===== src/rtl/core/slsc_pkg.sv =====
// shared types, register codes and constants of the stereo compressor
`default_nettype none

package slsc_pkg;

  localparam int SAMPLE_BITS_DEF     = 24;
  localparam int LOG_TABLE_DEPTH_DEF = 256;

  // iteration counts of the multi-cycle units
  localparam int SQRT_STEPS = 24;
  localparam int DIV_STEPS  = 29;
  localparam int GAIN_STEPS = 16;

  localparam logic [18:0]        DB_PER_LOG2   = 19'd394566;
  localparam logic [21:0]        LOG2_PER_DB   = 22'd2786635;
  localparam logic signed [16:0] ZERO_LEVEL_DB = -17'sd61440;
  localparam logic [20:0]        LOG2_OFFSET   = 21'd1507328;  // 23 in q16
  localparam logic [23:0]        UNITY_GAIN    = 24'd8388608;

  localparam logic signed [14:0] THRESHOLD_RST = -15'sd4608;
  localparam logic signed [15:0] SLOPE_RST     = -16'sd24576;
  localparam logic [12:0]        KNEE_RST      = 13'd1536;
  localparam logic [23:0]        ATTACK_RST    = 24'd16441671;
  localparam logic [23:0]        RELEASE_RST   = 24'd16774045;
  localparam logic [23:0]        RMS_RST       = 24'd16739206;
  localparam logic [23:0]        MAKEUP_RST    = 24'd1048576;
  localparam logic [1:0]         MODE_RST      = 2'd0;

  typedef enum logic [2:0] {
    REG_THRESHOLD,
    REG_SLOPE,
    REG_KNEE,
    REG_ATTACK,
    REG_RELEASE,
    REG_RMS,
    REG_MAKEUP,
    REG_MODE
  } reg_idx_t;

  typedef struct packed {
    logic signed [14:0] threshold_db;
    logic signed [15:0] curve_slope;
    logic [12:0]        knee_width_db;
    logic [23:0]        attack_coef;
    logic [23:0]        release_coef;
    logic [23:0]        rms_coef;
    logic [23:0]        makeup_gain;
    logic [1:0]         detect_mode;
  } cfg_t;

  typedef enum logic [5:0] {
    ST_IDLE,
    ST_DET,
    ST_PK_SEL,
    ST_PK_M0,
    ST_PK_M1,
    ST_RM_SQ,
    ST_RM_H0,
    ST_RM_H1,
    ST_RM_L0,
    ST_RM_L1,
    ST_SQ_INIT,
    ST_SQ_STEP,
    ST_LV_INIT,
    ST_LV_NORM,
    ST_LG_POS,
    ST_LG_TAB,
    ST_LG_MUL,
    ST_LG_NEG,
    ST_LG_DB,
    ST_CV_OVER,
    ST_CV_CLASS,
    ST_KN_Q2,
    ST_KN_NUM,
    ST_DIV_STEP,
    ST_KN_RED,
    ST_HD,
    ST_GN_L,
    ST_GN_STEP,
    ST_GN_TGT,
    ST_SM_SEL,
    ST_SM_M0,
    ST_SM_M1,
    ST_MK,
    ST_SC_L,
    ST_SC_R,
    ST_OUT
  } st_t;

  typedef struct packed {
    st_t        op;
    logic [4:0] step;
    logic       load;
    logic       commit;
  } cmd_t;

  typedef struct packed {
    logic rms_mode;
    logic norm_done;
    logic knee_case;
    logic hard_case;
  } stat_t;

endpackage

`default_nettype wire


===== src/rtl/core/slsc_ctrl.sv =====
// sequencer of the stereo compressor datapath
`default_nettype none

module slsc_ctrl
  import slsc_pkg::*;
(
  input  wire logic  clk,
  input  wire logic  rst,
  input  wire logic  s_valid,
  output logic       s_ready,
  output logic       m_valid,
  input  wire logic  m_ready,
  input  wire stat_t stat,
  output cmd_t       cmd
);

  st_t        state, state_next;
  logic [4:0] step, step_next;
  logic       out_valid, out_valid_next;

  always_comb begin
    state_next = state;
    step_next  = '0;
    unique case (state)
      ST_IDLE:     if (s_valid) state_next = ST_DET;
      ST_DET:      state_next = stat.rms_mode ? ST_RM_SQ : ST_PK_SEL;
      ST_PK_SEL:   state_next = ST_PK_M0;
      ST_PK_M0:    state_next = ST_PK_M1;
      ST_PK_M1:    state_next = ST_LV_INIT;
      ST_RM_SQ:    state_next = ST_RM_H0;
      ST_RM_H0:    state_next = ST_RM_H1;
      ST_RM_H1:    state_next = ST_RM_L0;
      ST_RM_L0:    state_next = ST_RM_L1;
      ST_RM_L1:    state_next = ST_SQ_INIT;
      ST_SQ_INIT:  state_next = ST_SQ_STEP;
      ST_SQ_STEP: begin
        if (step == 5'(SQRT_STEPS - 1)) state_next = ST_LV_INIT;
        else step_next = step + 1'b1;
      end
      ST_LV_INIT:  state_next = ST_LV_NORM;
      ST_LV_NORM:  if (stat.norm_done) state_next = ST_LG_POS;
      ST_LG_POS:   state_next = ST_LG_TAB;
      ST_LG_TAB:   state_next = ST_LG_MUL;
      ST_LG_MUL:   state_next = ST_LG_NEG;
      ST_LG_NEG:   state_next = ST_LG_DB;
      ST_LG_DB:    state_next = ST_CV_OVER;
      ST_CV_OVER:  state_next = ST_CV_CLASS;
      ST_CV_CLASS: begin
        if (stat.knee_case) state_next = ST_KN_Q2;
        else if (stat.hard_case) state_next = ST_HD;
        else state_next = ST_GN_L;
      end
      ST_KN_Q2:    state_next = ST_KN_NUM;
      ST_KN_NUM:   state_next = ST_DIV_STEP;
      ST_DIV_STEP: begin
        if (step == 5'(DIV_STEPS - 1)) state_next = ST_KN_RED;
        else step_next = step + 1'b1;
      end
      ST_KN_RED:   state_next = ST_GN_L;
      ST_HD:       state_next = ST_GN_L;
      ST_GN_L:     state_next = ST_GN_STEP;
      ST_GN_STEP: begin
        if (step == 5'(GAIN_STEPS - 1)) state_next = ST_GN_TGT;
        else step_next = step + 1'b1;
      end
      ST_GN_TGT:   state_next = ST_SM_SEL;
      ST_SM_SEL:   state_next = ST_SM_M0;
      ST_SM_M0:    state_next = ST_SM_M1;
      ST_SM_M1:    state_next = ST_MK;
      ST_MK:       state_next = ST_SC_L;
      ST_SC_L:     state_next = ST_SC_R;
      ST_SC_R:     state_next = ST_OUT;
      ST_OUT:      if (!out_valid || m_ready) state_next = ST_IDLE;
    endcase
  end

  always_comb begin
    cmd.op     = state;
    cmd.step   = step;
    cmd.load   = (state == ST_IDLE) && s_valid;
    cmd.commit = (state == ST_OUT) && (!out_valid || m_ready);
    s_ready    = (state == ST_IDLE);
    m_valid    = out_valid;
    if (cmd.commit) out_valid_next = 1'b1;
    else if (m_ready) out_valid_next = 1'b0;
    else out_valid_next = out_valid;
  end

  always_ff @(posedge clk) begin
    if (rst) begin
      state     <= ST_IDLE;
      step      <= '0;
      out_valid <= 1'b0;
    end else begin
      state     <= state_next;
      step      <= step_next;
      out_valid <= out_valid_next;
    end
  end

`ifndef SYNTHESIS
  a_commit_sets_valid: assert property (@(posedge clk) disable iff (rst)
    cmd.commit |=> out_valid)
    else $error("result register not marked valid after commit");

  a_load_starts_detect: assert property (@(posedge clk) disable iff (rst)
    cmd.load |=> (state == ST_DET) && !s_ready)
    else $error("accepted sample did not start the detector");

  a_step_bound: assert property (@(posedge clk) disable iff (rst)
    (state == ST_SQ_STEP || state == ST_DIV_STEP || state == ST_GN_STEP)
      |-> step < 5'(DIV_STEPS))
    else $error("iteration counter ran past its loop");

  a_commit_only_free: assert property (@(posedge clk) disable iff (rst)
    (out_valid && !m_ready && state == ST_OUT) |=> state == ST_OUT)
    else $error("result overwritten while still pending");
`endif

endmodule

`default_nettype wire


===== config.mk =====
export PLATFORM = sky130hd
export DESIGN_NAME = slsc_ctrl
export DESIGN_NICKNAME = d
export VERILOG_FILES = /design/src/rtl/core/slsc_pkg.sv /design/src/rtl/core/slsc_ctrl.sv
export SDC_FILE = /design/constraint.sdc
export NUM_CORES = 1
export LEC_CHECK = 0
export BUFFER_PORTS_ARGS = -buffer_cell sky130_fd_sc_hd__buf_2
export CORE_MARGIN = 2
export CORE_UTILIZATION = 49
export CTS_BUF_LIST = sky130_fd_sc_hd__clkbuf_2
export CTS_CLUSTER_SIZE = 8
export DETAILED_ROUTE_END_ITERATION = 8
export GPL_TIMING_DRIVEN = 0
export PLACE_DENSITY = 0.71
export SKIP_CTS_REPAIR_TIMING = 1
export SYNTH_ARGS = -nofsm -noshare
export SYNTH_HDL_FRONTEND = slang
export SYNTH_SLANG_ARGS = --single-unit

===== constraint.sdc =====
create_clock -name clk -period 2.1 [get_ports clk]
set_input_delay 0.525 -clock clk [delete_from_list [all_inputs] [get_ports clk]]
set_output_delay 0.525 -clock clk [all_outputs]
set_load 0.02 [all_outputs]

Word level (Yosys, flattened, before mapping)
Index checks and enable logic that the tools add are counted.

Register bits after elaboration: 12. Input port bits: 8. Output and inout port bits: 15. Word-level logic and storage cells: 72.

$add $sub $neg: 1. Equal/unequal tests: 44. Mux-type cells: 16. Reductions and logical operators: 8.

Operators by type and width (count): 6-bit one-hot mux with 35 select lines (1); 6-bit by 5-bit equality test with 1-bit output (second input constant) (16); 6-bit by 4-bit equality test with 1-bit output (second input constant) (8); 6-bit 2-to-1 mux (6); 6-bit by 3-bit equality test with 1-bit output (second input constant) (4); 6-bit equality test (second input constant) (4); 5-bit 2-to-1 mux (3); 5-bit one-hot mux with 3 select lines (1); 6-bit by 2-bit equality test with 1-bit output (second input constant) (2); 2-bit != test (second input constant) (6); 5-bit equality test (second input constant) (2); 6-bit by 1-bit equality test with 1-bit output (second input constant) (1); 6-bit zero test (1); 6-bit AND reduction (1); 5-bit by 1-bit adder with 5-bit output (second input constant) (1); 5-bit by 4-bit equality test with 1-bit output (second input constant) (1); 4-bit 2-to-1 mux (1); 3-bit 2-to-1 mux (1); 1-bit logical AND (2); 1-bit 2-to-1 mux (2); 2-bit 2-to-1 mux (1); 2-bit nonzero test (1); 2-bit OR reduction (1); 1-bit zero test (1); 1-bit logical OR (1).

Depth between registers and ports, before layout
Gate-level depths: netlist (run 1).

Word-level depth: 4. Gate-level depth with buffers: 9. Gate-level depth less buffers: 9.

Worst setup path after synthesis (run 1)
No wires, ideal clock.

Path type: reg-to-reg. From: reg step[0]. To: reg state[1]. Setup time: 0.130 ns. Arrival time: 1.868 ns. Data required time: 1.970 ns. Path slack: 0.102 ns. Cell stages (with the launch flop): 10. Buffers on the path: 0. Period minus slack after synthesis: 1.998 ns. Path through: dfxtp_1 ha_1 nand3_1 inv_1 ha_1 inv_1 a22o_1 a21bo_4 nor4_2 a211oi_1.

Word-level cells in the longest chain between the ends: 3. Elaborated cells between the ends (all ways): 7. Those cells by class: eq/ne (6); reduce/logical (1).

RTL lines: from (decl) (RTL line slsc_ctrl.sv:18) `logic [4:0] step, step_next;`; from (signal assigned) (RTL line slsc_ctrl.sv:96) `step <= step_next;`; 5-bit by 4-bit equality test with 1-bit output, or another cell as far along (RTL line slsc_ctrl.sv:63) `if (step == 5'(GAIN_STEPS - 1)) state_next = ST_GN_TGT;`; 2-bit != test (no line); 6-bit AND reduction (no line) (*); to (signal assigned) (RTL line slsc_ctrl.sv:95) `state <= state_next;`; to (decl) (RTL line slsc_ctrl.sv:17) `st_t state, state_next;`.

Every way passes the cells marked *; elsewhere a longest branch is shown, timed or not. A chain may end at the register's enable or synchronous reset.

==> impl_metrics.py, run 1 <==
metrics = {
    "layout": {
        "syn2layout_area_growth_pct": 21.4,
        "diodes": 0,
        "fin_cells": 189,
        "layout_common_cells": "buf_2, a21oi_1, inv_1",
        "nets": 175,
        "drive_above_1_share": 0.377,
        "layout_commonest_cell": "buf_2",
    },
    "routing": {
        "wl_per_cell_um": 14.5,
        "drtIter0Drc": 30,
        "dr.pass1.iters": 4,
        "detail_route.vias_per_cell": 5.68,
        "vias": 1074,
        "routed_wl_um": 2740,
        "drc_errors": 0,
        "antenna_left": 0,
    },
    "grt": {
        "grt_usage": 0.224,
        "grt_pass1_wl_um": 4420,
        "grt_max_degree": 11,
        "antenna_found_initial": 0,
        "grt_remaining_overflow": 0,
        "first_global_vias": 1038,
    },
    "die": {
        "num_rows": 16,
        "io_pins": 23,
        "die_area_mm2": 0.00255,
        "core_area_mm2": 0.00200,
        "chipWidth_um": 50.5,
        "die_h_um": 50.5,
        "start_util": 0.528,
    },
    "critical_path": {
        "worstPathRequired_ns": 1.57,
        "crit_arrival_ns": 1.48,
        "path_class": "register to primary output",
        "crit_fanout": 10,
        "critPathLaunchType": "register",
        "end_kind": "primary output",
    },
    "sta": {
        "worst_pin_slew_ns": 0.374,
        "setup_violations": 0,
        "maxSlewViolCount": 0,
        "hold_violations": 0,
        "max_slew_margin": 0.750,
        "finalCritPeriodShare": 0.954,
        "clock.fmax_ghz": 0.499,
        "fin_tns_setup_ns": 0,
        "timing.final.crit_period_ns": 2.00,
        "final.setup_skew_ns": 0.0176,
        "rsz0062_at_grt": "false",
    },
    "clock_network": {
        "clk_latency_ns": 0.29,
        "htreeDepth": 1,
        "clockBufferDepth": 2,
        "path_clk_slew_ns": 0.13,
        "cts_tree": "done",
        "clock-sinks": 12,
        "numCtsBuffers": 3,
        "cts-root-buf": "clkbuf_2",
    },
    "synth": {
        "syn_inst": 133,
        "ys_ff_latch": 12,
        "yosys_warnings": 0,
        "synth_seq_area_share": 0.227,
        "netlist_area_mm2": 0.00106,
        "ys_types": 50,
        "syn_nets": 145,
        "synthArstFlopShare": 0,
        "postSynthAreaPerCell_um2": 7.95,
        "synth_edf_count": 0,
        "synthFlopType": "dfxtp_1",
    },
    "placement": {
        "port_buffers": 21,
        "dp_hpwl_um": 1990,
        "place.gp.congestion": 0.928,
        "placed_cells": 181,
    },
    "power_and_ir_drop": {
        "ir_drop_v": 0.000737,
        "p_per_area_mw_per_mm2": 1110,
        "leakage_nw": 0.529,
    },
    "status": {
        "status": "completed",
    },
    "run": {
        "drv_cap": 0,
    },
    "hold_path": {
        "hp-class": "register to register",
    },
}
[final cells by class]
class                           instances  area (µm²)
Clock inverter                          1        3.75
Tap cell                               27        33.8
Sequential cell                        12         248
Fill cell                             201         718
Buffer                                  9        61.3
Inverter                                9        33.8
Timing Repair Buffer                   26         149
Clock buffer                            3        15.0
Multi-Input combinational cell        102         739
[final timing paths]
path / start / end / slack, ns / depth (start not counted)
max: state[0] / cmd[1] / 0.1 / 5
min: step[0] / step[0] / 0.46 / 1
max reg2reg: step[1] / state[2] / 0.15 / 9
min reg2reg: step[0] / step[0] / 0.46 / 1
[state kept, by name, summed over array words and instances, names as in the netlist]
name,flops
m_valid,1
state,6
step,5
[power breakdown]
| part | internal, mW | switching (mW) |
|---|---|---|
| combinational | 0.428 | 0.557 |
| sequential | 0.271 | 0.0454 |
| clock | 0.0413 | 0.0836 |
| total | 0.741 | 0.686 |
[stage by stage]
step | utilization | total power, mW | setup WS (ns) | hold slack [ns] | cell area (µm²)
2_1_floorplan | - | 0.976 | 0.102 | 0.539 | 1060
4_1_cts | 0.607 | 1.30 | -0.0516 | 0.510 | 1210
5_1_grt | 0.641 | 1.53 | 0.0138 | 0.478 | 1280
6_report | 0.641 | 1.43 | 0.0958 | 0.461 | 1280
3_3_place_gp | 0.598 | 1.16 | 0.130 | 0.468 | 1200
3_5_place_dp | 0.598 | 1.18 | 0.105 | 0.482 | 1200
[cells in the mapped netlist, drive strengths merged, types with 2 or more instances]
| library cell | count | area [µm²] |
|---|---|---|
| xnor2 | 2 | 17.5 |
| a211oi | 3 | 22.5 |
| and2 | 3 | 20.0 |
| dfxtp | 12 | 240 |
| inv | 9 | 33.8 |
| and4b | 2 | 20.0 |
| nand2 | 6 | 22.5 |
| xor2 | 2 | 17.5 |
| nor2 | 11 | 51.3 |
| a31oi | 6 | 37.5 |
| nand2b | 6 | 45.0 |
| ha | 4 | 50.1 |
| o21ai | 7 | 35.0 |
| buf | 9 | 61.3 |
| nor2b | 5 | 41.3 |
| a21oi | 11 | 55.1 |
| nor3 | 4 | 36.3 |
| nand4 | 4 | 25.0 |
| nand3 | 8 | 45.0 |
[kinds of logic (layout without fill, tap and decap cells)]
| group | Yosys count | count (layout) | share of synthesized area |
|---|---|---|---|
| xor+xnor | 4 | 4 | 0.0331 |
| fa+ha+maj | 4 | 4 | 0.0473 |
| compound gates | 38 | 38 | 0.252 |
| flops | 12 | 12 | 0.227 |
| buf+inv | 19 | 48 | 0.0935 |
| simple gates | 56 | 56 | 0.347 |
[per-layer routing]
layer,GRT usage,vias up,routed length (µm)
li1,-,538,-
met1,0.254,495,1170
met2,0.421,38,1360
met3,0.0357,3,192
met4,0.0766,0,17
met5,0,-,0
[worst max-delay path, cell delays in order, from the launching register on]
cell and delay, ns:
dfxtp_1 0.39, buf_2 0.25, nor2_4 0.08, and3_1 0.17, and2_1 0.15, buf_2 0.15
No activity file was read; power rests on OpenSTA's default activity.
==> run 2: changes to the inputs <==
- ABC_AREA: default -> 1
==> impl_metrics.py, run 2 <==
metrics = {
    "clock_network": {
        "htreeDepth": 1,
        "cts_tree": "done",
        "path_clk_slew_ns": 0.12,
        "clockBufferDepth": 2,
        "numCtsBuffers": 3,
        "clock-sinks": 12,
        "clk_latency_ns": 0.27,
        "cts-root-buf": "clkbuf_2",
    },
    "critical_path": {
        "crit_fanout": 8,
        "path_cells": "inv_2 -> nand2_2 -> nor2_4 -> nand2_1 -> nor2_2 -> buf_4 -> buf_2",
        "crit_family": "simple AND/OR/NAND/NOR gates",
        "crit_arrival_ns": 1.46,
        "critPathSlowestCell": "dfxtp_2",
        "critPathLaunchType": "register",
        "crit_buf_inv": 3,
        "end_kind": "primary output",
        "path_class": "register to primary output",
        "worstPathRequired_ns": 1.57,
        "crit_path_max_incr_delay_ns": 0.39,
    },
    "layout": {
        "diodes": 0,
        "layout_commonest_cell": "nand2_1",
        "utilization": 0.596,
        "regMostFlops": "state",
        "syn2layout_area_growth_pct": 16.0,
        "drive_above_1_share": 0.265,
        "fin_area_mm2": 0.00131,
        "layout_common_cells": "nand2_1, nor2_1, inv_1",
        "nets": 232,
        "largest_register_ffs": 6,
    },
    "synth": {
        "yosys.area.top_type": "dfxtp_1",
        "synth_top_area_frac": 0.214,
        "yosys_warnings": 0,
        "synthFlopType": "dfxtp_1",
        "syn_inst": 193,
        "synthArstFlopShare": 0,
        "syn_nets": 205,
        "netlist_area_mm2": 0.00112,
        "yosysMostFrequentCell": "nand2_1",
        "ys_ff_latch": 12,
        "synth_seq_area_share": 0.214,
        "synth.area.top_cells": "dfxtp_1, nand2_1, nor2_1",
        "synth_edf_count": 0,
        "synth_common_cells": "nand2_1, nor2_1, inv_1",
        "ys_types": 27,
        "postSynthAreaPerCell_um2": 5.83,
    },
    "sta": {
        "finalCritPeriodShare": 0.944,
        "maxSlewViolCount": 0,
        "worst_pin_slew_ns": 0.366,
        "hold_violations": 0,
        "clock.fmax_ghz": 0.504,
        "max_slew_margin": 0.754,
        "setup_violations": 0,
        "setup_ws_ns": 0.118,
        "final.setup_skew_ns": 0.000732,
        "holdWs_ns": 0.477,
        "timing.final.crit_period_ns": 1.98,
    },
    "placement": {
        "pre_cts_slack_ns": 0.293,
        "dp_hpwl_um": 2250,
        "port_buffers": 22,
        "placed_area_mm2": 0.00127,
        "place.gp.congestion": 0.916,
    },
    "die": {
        "die_h_um": 51.9,
        "die_area_mm2": 0.00269,
        "chipWidth_um": 51.9,
        "io_pins": 23,
        "start_util": 0.513,
        "num_rows": 17,
        "core_area_mm2": 0.00219,
    },
    "power_and_ir_drop": {
        "leakage_nw": 0.731,
        "p_total_mw": 1.26,
        "p_per_area_mw_per_mm2": 962,
        "ir_drop_v": 0.000680,
    },
    "routing": {
        "wl_per_cell_um": 11.3,
        "drtIter0Drc": 40,
        "antenna_left": 0,
        "dr.pass1.iters": 5,
        "routed_wl_um": 2790,
        "drc_errors": 0,
        "vias": 1262,
        "detail_route.vias_per_cell": 5.11,
    },
    "run": {
        "drv_cap": 0,
    },
    "grt": {
        "grt_pass1_wl_um": 4310,
        "grt_remaining_overflow": 0,
        "grt_max_degree": 11,
        "grt_usage": 0.213,
        "antenna_found_initial": 0,
        "first_global_vias": 1004,
    },
    "hold_path": {
        "hp-class": "input pin to register",
    },
    "status": {
        "status": "completed",
    },
}
run 2: cell type report:
class,instances,area [µm²]
fill,233,886
multi-input combinational,149,763
sequential,12,246
inverter,30,113
timing repair buffer,22,110
tap,28,35.0
buffer,2,18.8
clock buffer,3,15.0
clock inverter,1,3.75
run 2: worst reg2reg max path, stage by stage (launching register included):
cell	delay, ns
dfxtp_1	0.40
ha_1	0.21
nand2_1	0.08
nor2_1	0.14
ha_1	0.15
nand3b_2	0.13
nand2_1	0.09
nor2_4	0.13
nand2_4	0.07
inv_2	0.06
nand3_1	0.05
and2_1	0.15
run 2: kinds of logic after synthesis:
| logic type | share of synthesized area |
|---|---|
| compound gates | 0.0801 |
| xor+xnor | 0.0156 |
| fa+ha+maj | 0.0445 |
| buf+inv | 0.117 |
| flops | 0.214 |
| simple gates | 0.529 |
run 2: worst paths after layout:
check / startpoint / to / slack [ns] / depth (start not counted)
min reg2reg: state[2] / state[2] / 0.54 / 2
max: state[3] / cmd[0] / 0.12 / 7
max reg2reg: step[0] / state[3] / 0.34 / 11
min: rst / state[5] / 0.48 / 2
run 2: layer usage:
layer | vias up | routed length, µm | part of all wire | global-route usage
li1 | 660 | - | - | -
met1 | 556 | 1250 | 0.45 | 0.274
met2 | 38 | 1350 | 0.48 | 0.367
met3 | 8 | 140 | 0.050 | 0.0172
met4 | 0 | 49 | 0.018 | 0.0789
met5 | - | 0 | 0 | 0
run 2: power by group:
group	internal, mW	switching (mW)
Clock	0.0413	0.0789
Combinational	0.263	0.534
Sequential	0.272	0.0671
Total	0.575	0.680
run 2: metrics by stage:
| stage | setup TNS (ns) | cells |
|---|---|---|
| 2_1_floorplan | 0 | 193 |
| 3_3_place_gp | 0 | 243 |
| 3_5_place_dp | 0 | 243 |
| 4_1_cts | -0.0269 | 247 |
| 5_1_grt | -0.00151 | 247 |
| 6_report | 0 | 247 |
