`config.mk`:
```
export PLATFORM = sky130hd
export DESIGN_NAME = slsc_regs
export DESIGN_NICKNAME = d
export VERILOG_FILES = /design/src/rtl/core/slsc_pkg.sv /design/src/rtl/core/slsc_regs.sv
export SDC_FILE = /design/constraint.sdc
export NUM_CORES = 1
export LEC_CHECK = 0
export BUFFER_PORTS_ARGS = -buffer_cell sky130_fd_sc_hd__buf_2
export CAP_MARGIN = 20
export CORE_ASPECT_RATIO = 1.25
export CORE_MARGIN = 1
export CORE_UTILIZATION = 33
export CTS_BUF_LIST = sky130_fd_sc_hd__clkbuf_8
export DETAILED_ROUTE_END_ITERATION = 7
export GPL_TIMING_DRIVEN = 1
export HOLD_SLACK_MARGIN = 0.12
export PLACE_DENSITY = 0.59
export REMOVE_ABC_BUFFERS = 1
export SLEW_MARGIN = 10
export SYNTH_ARGS = -nofsm -noshare
export SYNTH_HDL_FRONTEND = slang
export SYNTH_SLANG_ARGS = --single-unit
```
`constraint.sdc`:
```
create_clock -name clk -period 2.7 [get_ports clk]
set_clock_uncertainty 0.1 [all_clocks]
set_input_delay 0.135 -clock clk [delete_from_list [all_inputs] [get_ports clk]]
set_output_delay 0.135 -clock clk [all_outputs]
set_load 0.02 [all_outputs]
```
`src/rtl/core/slsc_pkg.sv`:
```
// shared types, register codes and constants of the stereo compressor
`default_nettype none

package slsc_pkg;

  localparam int SAMPLE_BITS_DEF     = 24;
  localparam int LOG_TABLE_DEPTH_DEF = 256;

  // iteration counts of the multi-cycle units
  localparam int SQRT_STEPS = 24;
  localparam int DIV_STEPS  = 29;
  localparam int GAIN_STEPS = 16;

  localparam logic [18:0]        DB_PER_LOG2   = 19'd394566;
  localparam logic [21:0]        LOG2_PER_DB   = 22'd2786635;
  localparam logic signed [16:0] ZERO_LEVEL_DB = -17'sd61440;
  localparam logic [20:0]        LOG2_OFFSET   = 21'd1507328;  // 23 in q16
  localparam logic [23:0]        UNITY_GAIN    = 24'd8388608;

  localparam logic signed [14:0] THRESHOLD_RST = -15'sd4608;
  localparam logic signed [15:0] SLOPE_RST     = -16'sd24576;
  localparam logic [12:0]        KNEE_RST      = 13'd1536;
  localparam logic [23:0]        ATTACK_RST    = 24'd16441671;
  localparam logic [23:0]        RELEASE_RST   = 24'd16774045;
  localparam logic [23:0]        RMS_RST       = 24'd16739206;
  localparam logic [23:0]        MAKEUP_RST    = 24'd1048576;
  localparam logic [1:0]         MODE_RST      = 2'd0;

  typedef enum logic [2:0] {
    REG_THRESHOLD,
    REG_SLOPE,
    REG_KNEE,
    REG_ATTACK,
    REG_RELEASE,
    REG_RMS,
    REG_MAKEUP,
    REG_MODE
  } reg_idx_t;

  typedef struct packed {
    logic signed [14:0] threshold_db;
    logic signed [15:0] curve_slope;
    logic [12:0]        knee_width_db;
    logic [23:0]        attack_coef;
    logic [23:0]        release_coef;
    logic [23:0]        rms_coef;
    logic [23:0]        makeup_gain;
    logic [1:0]         detect_mode;
  } cfg_t;

  typedef enum logic [5:0] {
    ST_IDLE,
    ST_DET,
    ST_PK_SEL,
    ST_PK_M0,
    ST_PK_M1,
    ST_RM_SQ,
    ST_RM_H0,
    ST_RM_H1,
    ST_RM_L0,
    ST_RM_L1,
    ST_SQ_INIT,
    ST_SQ_STEP,
    ST_LV_INIT,
    ST_LV_NORM,
    ST_LG_POS,
    ST_LG_TAB,
    ST_LG_MUL,
    ST_LG_NEG,
    ST_LG_DB,
    ST_CV_OVER,
    ST_CV_CLASS,
    ST_KN_Q2,
    ST_KN_NUM,
    ST_DIV_STEP,
    ST_KN_RED,
    ST_HD,
    ST_GN_L,
    ST_GN_STEP,
    ST_GN_TGT,
    ST_SM_SEL,
    ST_SM_M0,
    ST_SM_M1,
    ST_MK,
    ST_SC_L,
    ST_SC_R,
    ST_OUT
  } st_t;

  typedef struct packed {
    st_t        op;
    logic [4:0] step;
    logic       load;
    logic       commit;
  } cmd_t;

  typedef struct packed {
    logic rms_mode;
    logic norm_done;
    logic knee_case;
    logic hard_case;
  } stat_t;

endpackage

`default_nettype wire

```
`src/rtl/core/slsc_regs.sv`:
```
// configuration register file of the stereo compressor
`default_nettype none

module slsc_regs
  import slsc_pkg::*;
(
  input  wire logic        clk,
  input  wire logic        rst,
  input  wire logic        cfg_valid,
  output logic             cfg_ready,
  input  wire logic [2:0]  cfg_index,
  input  wire logic [23:0] cfg_data,
  output cfg_t             cfg
);

  assign cfg_ready = 1'b1;

  always_ff @(posedge clk) begin
    if (rst) begin
      cfg.threshold_db  <= THRESHOLD_RST;
      cfg.curve_slope   <= SLOPE_RST;
      cfg.knee_width_db <= KNEE_RST;
      cfg.attack_coef   <= ATTACK_RST;
      cfg.release_coef  <= RELEASE_RST;
      cfg.rms_coef      <= RMS_RST;
      cfg.makeup_gain   <= MAKEUP_RST;
      cfg.detect_mode   <= MODE_RST;
    end else if (cfg_valid) begin
      unique case (reg_idx_t'(cfg_index))
        REG_THRESHOLD: cfg.threshold_db  <= cfg_data[14:0];
        REG_SLOPE:     cfg.curve_slope   <= cfg_data[15:0];
        REG_KNEE:      cfg.knee_width_db <= cfg_data[12:0];
        REG_ATTACK:    cfg.attack_coef   <= cfg_data;
        REG_RELEASE:   cfg.release_coef  <= cfg_data;
        REG_RMS:       cfg.rms_coef      <= cfg_data;
        REG_MAKEUP:    cfg.makeup_gain   <= cfg_data;
        REG_MODE:      cfg.detect_mode   <= cfg_data[1:0];
      endcase
    end
  end

endmodule

`default_nettype wire

```
# Word-level counts from Yosys, hierarchy flattened
# Index checks and enable logic that the tools add are counted.
[totals]
register_bits = 142
input_bits = 30
output_inout_bits = 143
word_cells = 24
[op_classes]
n_eq_ne = 7
n_reduce_logical = 9
[ops]
columns = ["operator", "count"]
rows = [
  ["2-bit AND reduction", 8],
  ["3-bit equality test (second input constant)", 4],
  ["3-bit by 2-bit equality test with 1-bit output (second input constant)", 2],
  ["3-bit by 1-bit equality test with 1-bit output (second input constant)", 1],
  ["3-bit zero test", 1],
]

# Longest topological paths before layout
# Gate-level depths: netlist of the first run.
[depth]
ltp_word = 2
depth_mapped = 5
depth_no_buf = 2

# Least setup slack after synthesis of the first run
# Ideal clock, no wire load.
[synth_timing]
path_kind = "input port to flip-flop"
startpoint = "input cfg_index[0]"
endpoint = "register cfg[140] (netlist name)"
setup_time_ns = 0.129
arrival_time_ns = 1.057
required_ns = 2.471
slack_ns = 1.414
cell_stages = 4
path_buffers = 2
cell_sequence = "or4b_1 -> buf_6 -> buf_12 -> mux2i_1"
[synth_via]
elab_chain_cells = 2
[synth_rtl]
columns = ["item", "line", "text"]
rows = [
  ["start, declared", "slsc_regs.sv:11", "input wire logic [2:0] cfg_index,"],
  ["3-bit zero test", "slsc_regs.sv:29", "unique case (reg_idx_t'(cfg_index))"],
  ["2-bit AND reduction (no source line)", "--", ""],
  ["end, declared", "slsc_regs.sv:13", "output cfg_t cfg"],
]
# Every way passes these cells.
# A chain may end at the register's enable or synchronous reset.

==> results of run 1 <==
==> Yosys cell counts (all sizes together) <==
| master | number | share of area [%] |
|---|---|---|
| dfxtp | 142 | 51 |
| mux2i | 142 | 25 |
| nand2b | 106 | 12 |
| nor2 | 82 | 5.5 |
| buf | 24 | 2.7 |
| clkbuf | 19 | 1.3 |
| and4b | 3 | 0.54 |
| nand4b | 3 | 0.47 |
| nand4bb | 3 | 0.60 |
| and4bb | 1 | 0.22 |
| conb | 1 | 0.067 |
| nand4 | 1 | 0.11 |
| nor4bb | 1 | 0.18 |
| or4b | 1 | 0.18 |
==> power by group through the flow <==
stage | logic, mW | registers (mW) | clock network (mW)
CTS | 0.396 | 2.17 | 1.92
detailed placement | 0.359 | 2.21 | 0
global route | 0.422 | 2.17 | 2.02
global placement | 0.354 | 2.21 | 0
finish | 0.391 | 2.17 | 1.86
floorplan | 0.137 | 2.27 | 0
==> stage by stage <==
stage               cell area [µm²]  hold slack [ns]
floorplan                      5370            0.190
global placement               6620            0.310
detailed placement             6620            0.319
CTS                            7390            0.370
global route                   7390            0.394
finish                         7390            0.371
==> routing by layer <==
| metal | vias up | wire [µm] |
|---|---|---|
| met2 | 125 | 7360 |
| met3 | 19 | 971 |
| met4 | 0 | 259 |
| li1 | 2125 | - |
| met1 | 1984 | 6300 |
| met5 | - | 0 |
==> worst min-delay path by stage <==
stage	from	to	slack, ns
3_5_place_dp	cfg_data[19]	cfg[21]	0.32
5_1_grt	cfg_data[4]	cfg[54]	0.39
2_1_floorplan	cfg_data[13]	cfg[15]	0.19
6_report	cfg[121]	cfg[121]	0.37
4_1_cts	cfg_data[3]	cfg[53]	0.37
3_3_place_gp	cfg_data[17]	cfg[19]	0.31
==> cell families after synthesis <==
family,after synthesis,synth area share (%)
flops,142,50.9
buf+inv,43,3.98
mux,142,25.4
simple gates,201,19.7
other cells,1,0.0671
==> critical path, delay by kind of cell <==
family                 cells  cell delay [ns]
buffers and inverters      4             1.97
AND/OR/NAND/NOR            1             0.08
multiplexers               1             0.12
==> area by class of cell <==
cell class	instances	area, µm²
fill	1611	9000
sequential	142	2840
multi-input combinational	344	2540
timing repair buffer	215	1300
clock buffer	23	317
tap	216	270
clock inverter	9	129
==> results.toml, run 1 <==
[layout]
number_of_flip_flops_in_the_largest_register = 142
max_flop_register = "cfg"
layout_commonest_cell = "sky130_fd_sc_hd__buf_2"
diodes = 0
post_route_cells_drive_above_1_share_pct = 29.5
utilization_pct = 45.1
layout.cells.non_filler = 949
area_growth_syn_to_layout_pct = 32.2
largest_registers = "cfg: 142 flops"
layout.nets = 750
layout.cells.most_common_list = "sky130_fd_sc_hd__buf_2 (170), sky130_fd_sc_hd__mux2i_1 (142), sky130_fd_sc_hd__dfxtp_1 (142)"

[timing]
timing.final.crit_period_ns = 2.04
fmax_mhz = 491
setup-violations-final = 0
finalHoldViolCount = 0
layout_worst_path_cycle_share_pct = 75.5
tns_ns = 0
timing.slew.headroom_pct = 26.2
tightest_slew_ns = 1.11
post-route-worst-setup-slack_ns = 0.661
final-max-slew-violation-count = 0
rsz_0062_raised_after_global_routing = "false"

[grt]
grt.overflow.total = 0
busiest_layer = "met2"
antenna_found_initial = 0
first_global_vias = 4332
global_route.usage.met1_pct = 19.6
grt_pass1_wl_um = 23500
grt_start_max_net_pins = 73
gr-usage-met3_pct = 6.33
gr-usage-met2_pct = 30.8
gr_util_all_layers_pct = 17.6

[critical_path]
crit_path_start_kind = "input port"
crit_path_top_delay_cell = "sky130_fd_sc_hd__dlygate4sd3_1"
critPathCapture = "cfg[44]"
reg2reg_setup_slack_ns = 1.44
max_stage_delay_ns = 0.59
worst_path_most_repeated_cell = "sky130_fd_sc_hd__dlygate4sd3_1"
crit_start = "rst"
critical_path_peak_fanout = 32
critical_path_required_ns = 2.99
reg2reg_to = "cfg[44]"
worst_path_cell_chain = "dlygate4sd3_1, buf_4, nor2_1, dlygate4sd3_1, mux2i_1, dlygate4sd3_1"
worstRegToRegCells = 3
critPathCaptureType = "register"
critical_path.reg2reg.startpoint = "cfg[44]"
path_class = "input port to register"
critical_path_arrival_ns = 2.33

[synthesis]
synth_area_per_cell_um2 = 10.6
synth_seq_cells = 142
post_synthesis_cell_area_um2 = 5590
yosysUniqueCellTypes = 17
synth_seq_area_share_pct = 50.9
yosys_warnings = 0
post_synth_inst_count = 529

[placed_design]
pre_cts_slack_ns = 0.839
dpl.cell_count = 884
place_hpwl_um = 10400
port_buffers = 171
gp_routability_congestion = 0.801

[floorplan]
floorplan_row_count = 52
die_x_um = 118
die_h_um = 148
floorplan.die_area_um2 = 17500
num_io_pins = 173
start_util_pct = 34.1
design.core.area_um2 = 16400

[clocking]
number_of_hold_buffers_added_after_cts = 33
cts.repair.resized = 0
clock_transition_time_at_the_flip_flop_clock_pins_of_the_worst_setup_and_hold_paths_ns = 0.08
max_clock_buf_depth = 2
clk_root_buffer_cell = "sky130_fd_sc_hd__clkbuf_8"
h-tree-depth = 4
cts-buffers-inserted = 17
cts_setup_buffers = 0
clk-insertion-delay-late_ns = 0.44
cts_num_sinks = 142
tritoncts = "done"

[pwr]
clockPowerShare_pct = 42.1
p_per_area_nw_per_um2 = 598
netSwitchingPower_mw = 1.05
intPower_mw = 3.37
power.share.combinational_pct = 8.9
power.sequential.fraction_pct = 49.1
switching_share_pct = 23.7
cellLeakagePower_nw = 3.62
ir_worst_vdd_uv = 368
power_mw = 4.42

[route]
finalWirelength_um = 14900
wire_per_inst_um = 15.7
vias_per_cell = 4.48
route.antenna.remaining_nets = 0
drt_pass1_iterations = 4
drt-initial-drc-count = 126
drc = 0
dr_total_vias = 4253

[outcome]
status = "completed"

[hold_path]
timing.hold.worst_path_depth = 2
class_of_the_tightest_hold_or_removal_check = "register to register"

[flow_run]
cap_viol_max_count = 0
Note: power is estimated with default switching activity, not from simulation.
==> inputs of run 2 (changes only) <==
==> constraint.sdc (replaced) <==
create_clock -name clk -period 1.9 [get_ports clk]
set_clock_uncertainty 0.1 [all_clocks]
set_input_delay 0.095 -clock clk [delete_from_list [all_inputs] [get_ports clk]]
set_output_delay 0.095 -clock clk [all_outputs]
set_load 0.02 [all_outputs]
==> run 2 against run 1 <==
Compared with the run above:
- wire length fell by 1.9%
- sequential share of layout area grew 0.38 points
- via count is 0.40% higher
- clock power grew 18%
- die area is the same
- largest cell class unchanged
- highest routed layer unchanged
==> results.toml, run 2 (synthesized netlist as in run 1, its figures left out) <==
[timing]
final-max-slew-violation-count = 0
fmax_mhz = 563
layout_worst_path_cycle_share_pct = 93.4
timing.final.crit_period_ns = 1.77
tightest_slew_ns = 0.558
setup-violations-final = 0
tns_ns = 0
rsz_0062_raised_after_global_routing = "false"
timing.slew.headroom_pct = 62.8
finalHoldViolCount = 0
post-route-worst-setup-slack_ns = 0.125

[pwr]
p_per_area_nw_per_um2 = 795
ir_worst_vdd_uv = 378
power_mw = 5.82
cellLeakagePower_nw = 3.61

[outcome]
status = "completed"

[hold_path]
class_of_the_tightest_hold_or_removal_check = "register to register"

[flow_run]
cap_viol_max_count = 0

[critical_path]
critical_path_peak_fanout = 13
critical_path_arrival_ns = 1.99
critical_path_required_ns = 2.12
critPathCaptureType = "register"
worstRegToRegCells = 3
critPathCapture = "cfg[125]"
crit_path_start_kind = "input port"
critical_path.reg2reg.startpoint = "cfg[125]"
reg2reg_to = "cfg[125]"
reg2reg_setup_slack_ns = 0.64
path_class = "input port to register"
crit_start = "cfg_index[2]"

[layout]
largest_registers = "cfg: 142 flops"
layout.nets = 756
max_flop_register = "cfg"
final.fill_count = 1660
layout.cells.most_common_list = "sky130_fd_sc_hd__buf_2 (170), sky130_fd_sc_hd__mux2i_1 (142), sky130_fd_sc_hd__dfxtp_1 (142)"
area_growth_syn_to_layout_pct = 30.9
number_of_flip_flops_in_the_largest_register = 142
post_route_cells_drive_above_1_share_pct = 29.9
layout.cells.non_filler = 952
layout_commonest_cell = "sky130_fd_sc_hd__buf_2"
diodes = 0

[route]
drt-initial-drc-count = 112
dr_total_vias = 4270
wire_per_inst_um = 15.3
route.antenna.remaining_nets = 0
finalWirelength_um = 14600
vias_per_cell = 4.49
drc = 0
drt_pass1_iterations = 4

[clocking]
cts.repair.resized = 0
tritoncts = "done"
h-tree-depth = 4
clock_transition_time_at_the_flip_flop_clock_pins_of_the_worst_setup_and_hold_paths_ns = 0.07
max_clock_buf_depth = 2
clk-insertion-delay-late_ns = 0.43
cts_num_sinks = 142
cts-buffers-inserted = 17
clk_root_buffer_cell = "sky130_fd_sc_hd__clkbuf_8"

[grt]
grt_pass1_wl_um = 23000
gr_util_all_layers_pct = 17.2
first_global_vias = 4309
antenna_found_initial = 0
grt_start_max_net_pins = 46
grt.overflow.total = 0

[floorplan]
start_util_pct = 34.1
floorplan.die_area_um2 = 17500
floorplan_row_count = 52
die_x_um = 118
design.core.area_um2 = 16400
num_io_pins = 173
die_h_um = 148

[placed_design]
gp_routability_congestion = 0.768
pre_cts_slack_ns = 0.457
dpl.cell_count = 893
port_buffers = 171
place_hpwl_um = 10100
-- run 2: repair_timing --
action,CTS,global route
endpoints found under the hold margin,142,0
setup buffers,0,0
hold buffers,30,0
-- run 2: metal layers --
layer  track usage [%]  part of all wire, %
met1              18.4                   41
met2              31.4                   52
met3              5.75                  5.9
met4              5.89                  1.1
met5                 0                    0
-- run 2: worst max-delay path, cell delays in order --
cell                            delay, ns
sky130_fd_sc_hd__dlygate4sd3_1       0.56
sky130_fd_sc_hd__buf_2               0.20
sky130_fd_sc_hd__nand4bb_1           0.38
sky130_fd_sc_hd__mux2i_1             0.20
sky130_fd_sc_hd__dlygate4sd3_1       0.56
-- run 2: worst min path at each step --
stage | end | slack, ns | startpoint | depth (start not counted)
after floorplan | cfg[15] | 0.15 | cfg_data[13] | 2
after global placement | cfg[15] | 0.27 | cfg_data[13] | 3
after detailed placement | cfg[21] | 0.27 | cfg_data[19] | 3
after CTS | cfg[21] | 0.33 | cfg_data[19] | 4
after global routing | cfg[21] | 0.35 | cfg_data[19] | 4
final | cfg[106] | 0.37 | cfg[106] | 2
-- run 2: report_power, final --
part	total, mW	switching [mW]	internal (mW)
Combinational	0.556	0.314	0.242
Sequential	3.08	0.0351	3.04
Clock	2.19	1.09	1.10
Total	5.82	1.44	4.38
-- run 2: layout make-up --
| class | count | area (µm²) | share of cell area, % |
|---|---|---|---|
| timing repair buffer | 221 | 1320 | 18.1 |
| clock buffer | 20 | 275 | 3.76 |
| tap | 216 | 270 | 3.69 |
| clock inverter | 9 | 72.6 | 0.992 |
| multi-input combinational | 344 | 2540 | 34.7 |
| sequential | 142 | 2840 | 38.8 |
-- run 2: metrics by stage --
| stage | cell area (µm²) | hold slack [ns] | utilization [%] |
|---|---|---|---|
| global placement | 6670 | 0.269 | 40.7 |
| finish | 7320 | 0.371 | 44.6 |
| floorplan | 5370 | 0.150 | - |
| detailed placement | 6670 | 0.273 | 40.7 |
| global route | 7320 | 0.352 | 44.6 |
| CTS | 7320 | 0.327 | 44.6 |
==> inputs of run 3 (changes only) <==
--- a/config.mk
+++ b/config.mk
@@ -14,7 +14,7 @@
 export DETAILED_ROUTE_END_ITERATION = 7
 export GPL_TIMING_DRIVEN = 1
 export HOLD_SLACK_MARGIN = 0.12
-export PLACE_DENSITY = 0.59
+export PLACE_DENSITY_LB_ADDON = 0.15
 export REMOVE_ABC_BUFFERS = 1
 export SLEW_MARGIN = 10
 export SYNTH_ARGS = -nofsm -noshare
==> constraint.sdc (replaced) <==
create_clock -name clk -period 1.42 [get_ports clk]
set_clock_uncertainty 0.1 [all_clocks]
set_input_delay 0.071 -clock clk [delete_from_list [all_inputs] [get_ports clk]]
set_output_delay 0.071 -clock clk [all_outputs]
set_load 0.005 [all_outputs]
==> run 3 against run 2 <==
Compared with the run above:
- first-iteration DRC count rose by 83%
- wire length increased by 7.9%
- clock-buffer cell count down 1
- clock power up 48%
- sequential share of layout area shrank 3.4 points
- non-clock buffer count rose by 57
- setup slack got worse by 0.11 ns
- global-route usage increased by 1.0 points
- critical path depth unchanged
- register-to-register slack worse by 0.50 ns
- cell area up 9.5%
- largest cell class unchanged
==> results.toml, run 3 (synthesized netlist as in run 1, its figures left out) <==
[critical_path]
critPathCapture = "cfg[139]"
path_class = "input port to register"
critical_path.reg2reg.startpoint = "cfg[35]"
cp_top_delay_family = "buffers and inverters"
max_stage_delay_ns = 0.58
critical_path_arrival_ns = 1.62
critical_path_peak_fanout = 15
reg2reg_setup_slack_ns = 0.14
critical_path_required_ns = 1.63
crit_start = "cfg_index[0]"
critical_path_cell_count = 5
critPathBufInv = 3
reg2reg_to = "cfg[35]"
worst_path_cell_chain = "buf_2, dlygate4sd3_1, or4b_1, buf_12, mux2i_1"
critPathCaptureType = "register"
crit_path_start_kind = "input port"
crit_path_top_delay_cell = "sky130_fd_sc_hd__or4b_1"
worstRegToRegCells = 3

[grt]
grt.overflow.total = 0
antenna_found_initial = 0
grt_pass1_wl_um = 24500
gr-usage-met2_pct = 33.1
first_global_vias = 4723
gr-usage-met3_pct = 5.56
global_route.usage.met1_pct = 20.2
grt_start_max_net_pins = 35
gr_util_all_layers_pct = 18.2
busiest_layer = "met2"

[timing]
fmax_mhz = 710
timing.slew.headroom_pct = 60.8
tns_ns = 0
final-max-slew-violation-count = 0
setup-violations-final = 0
tightest_slew_ns = 0.588
post-route-worst-setup-slack_ns = 0.0106
hold-worst-slack_ns = 0.150
timing.final.crit_period_ns = 1.41
finalHoldViolCount = 0
layout_worst_path_cycle_share_pct = 99.3

[route]
dr_total_vias = 4533
finalWirelength_um = 15800
drt_pass1_iterations = 4
wire_per_inst_um = 15.6
drt-initial-drc-count = 205
vias_per_cell = 4.49
route.antenna.remaining_nets = 0
drc = 0

[placed_design]
placed_area_um2 = 6810
port_buffers = 171
pre_cts_slack_ns = 0.0413
place_hpwl_um = 10100
dpl.cell_count = 900
gp_routability_congestion = 0.705

[outcome]
status = "completed"

[hold_path]
class_of_the_tightest_hold_or_removal_check = "input port to register"

[clocking]
clock_transition_time_at_the_flip_flop_clock_pins_of_the_worst_setup_and_hold_paths_ns = 0.07
h-tree-depth = 4
max_clock_buf_depth = 2
cts-buffers-inserted = 17
clk-insertion-delay-late_ns = 0.43
tritoncts = "done"
cts_num_sinks = 142
clk_root_buffer_cell = "sky130_fd_sc_hd__clkbuf_8"

[floorplan]
die_h_um = 148
floorplan_row_count = 52
die_x_um = 118
design.core.area_um2 = 16400
floorplan.die_area_um2 = 17500
num_io_pins = 173
start_util_pct = 34.1

[pwr]
cellLeakagePower_nw = 3.96
ir_worst_vdd_uv = 440
p_per_area_nw_per_um2 = 1010
power_mw = 8.13

[layout]
max_flop_register = "cfg"
post_route_cells_drive_above_1_share_pct = 28.6
largest_registers = "cfg: 142 flops"
layout.nets = 813
layout.cells.non_filler = 1010
area_growth_syn_to_layout_pct = 43.4
utilization_pct = 48.9
layout_commonest_cell = "sky130_fd_sc_hd__buf_2"
final.fill_count = 1595
final_design_area_no_fill_um2 = 8020
number_of_flip_flops_in_the_largest_register = 142
layout.cells.most_common_list = "sky130_fd_sc_hd__buf_2 (169), sky130_fd_sc_hd__mux2i_1 (142), sky130_fd_sc_hd__dfxtp_1 (142)"
diodes = 0

[flow_run]
cap_viol_max_count = 0
## run 3: power breakdown
group	total [mW]	internal (mW)	switching [mW]	leakage, nW
sequential	4.11	4.07	0.0446	1.15
combinational	0.763	0.408	0.355	2.59
clock	3.25	1.78	1.47	0.212
total	8.13	6.25	1.87	3.96
## run 3: timing repair
| action | in CTS | in global routing |
|---|---|---|
| resized for setup | 0 | 4 |
| endpoints found under the hold margin | 142 | 8 |
| hold buffers | 76 | 6 |
| setup endpoints to repair | 0 | 31 |
| buffers inserted | 0 | 0 |
## run 3: worst min-delay path by stage
stage | startpoint | to | depth (start not counted)
2_1_floorplan | cfg_data[13] | cfg[15] | 2
3_3_place_gp | cfg_data[21] | cfg[23] | 3
3_5_place_dp | cfg_data[23] | cfg[25] | 3
4_1_cts | rst | cfg[83] | 4
5_1_grt | rst | cfg[11] | 4
6_report | rst | cfg[83] | 4
## run 3: worst reg2reg max path, stage by stage, from the launching register on
cell	delay [ns]
sky130_fd_sc_hd__dfxtp_1	0.32
sky130_fd_sc_hd__nor2_1	0.12
sky130_fd_sc_hd__dlygate4sd3_1	0.56
sky130_fd_sc_hd__mux2i_1	0.07
## run 3: routing by layer
layer	up-vias	part of all wire [%]
li1	2246	-
met1	2162	42
met2	113	52
met5	-	0
met3	12	5.1
met4	0	1.2
## run 3: cell type report
class                      count  area, µm²  area share [%]
timing repair buffer         278       1970            24.5
clock inverter                11        128            1.59
clock buffer                  19        262            3.26
sequential                   142       2840            35.5
tap                          216        270            3.37
multi-input combinational    344       2550            31.8
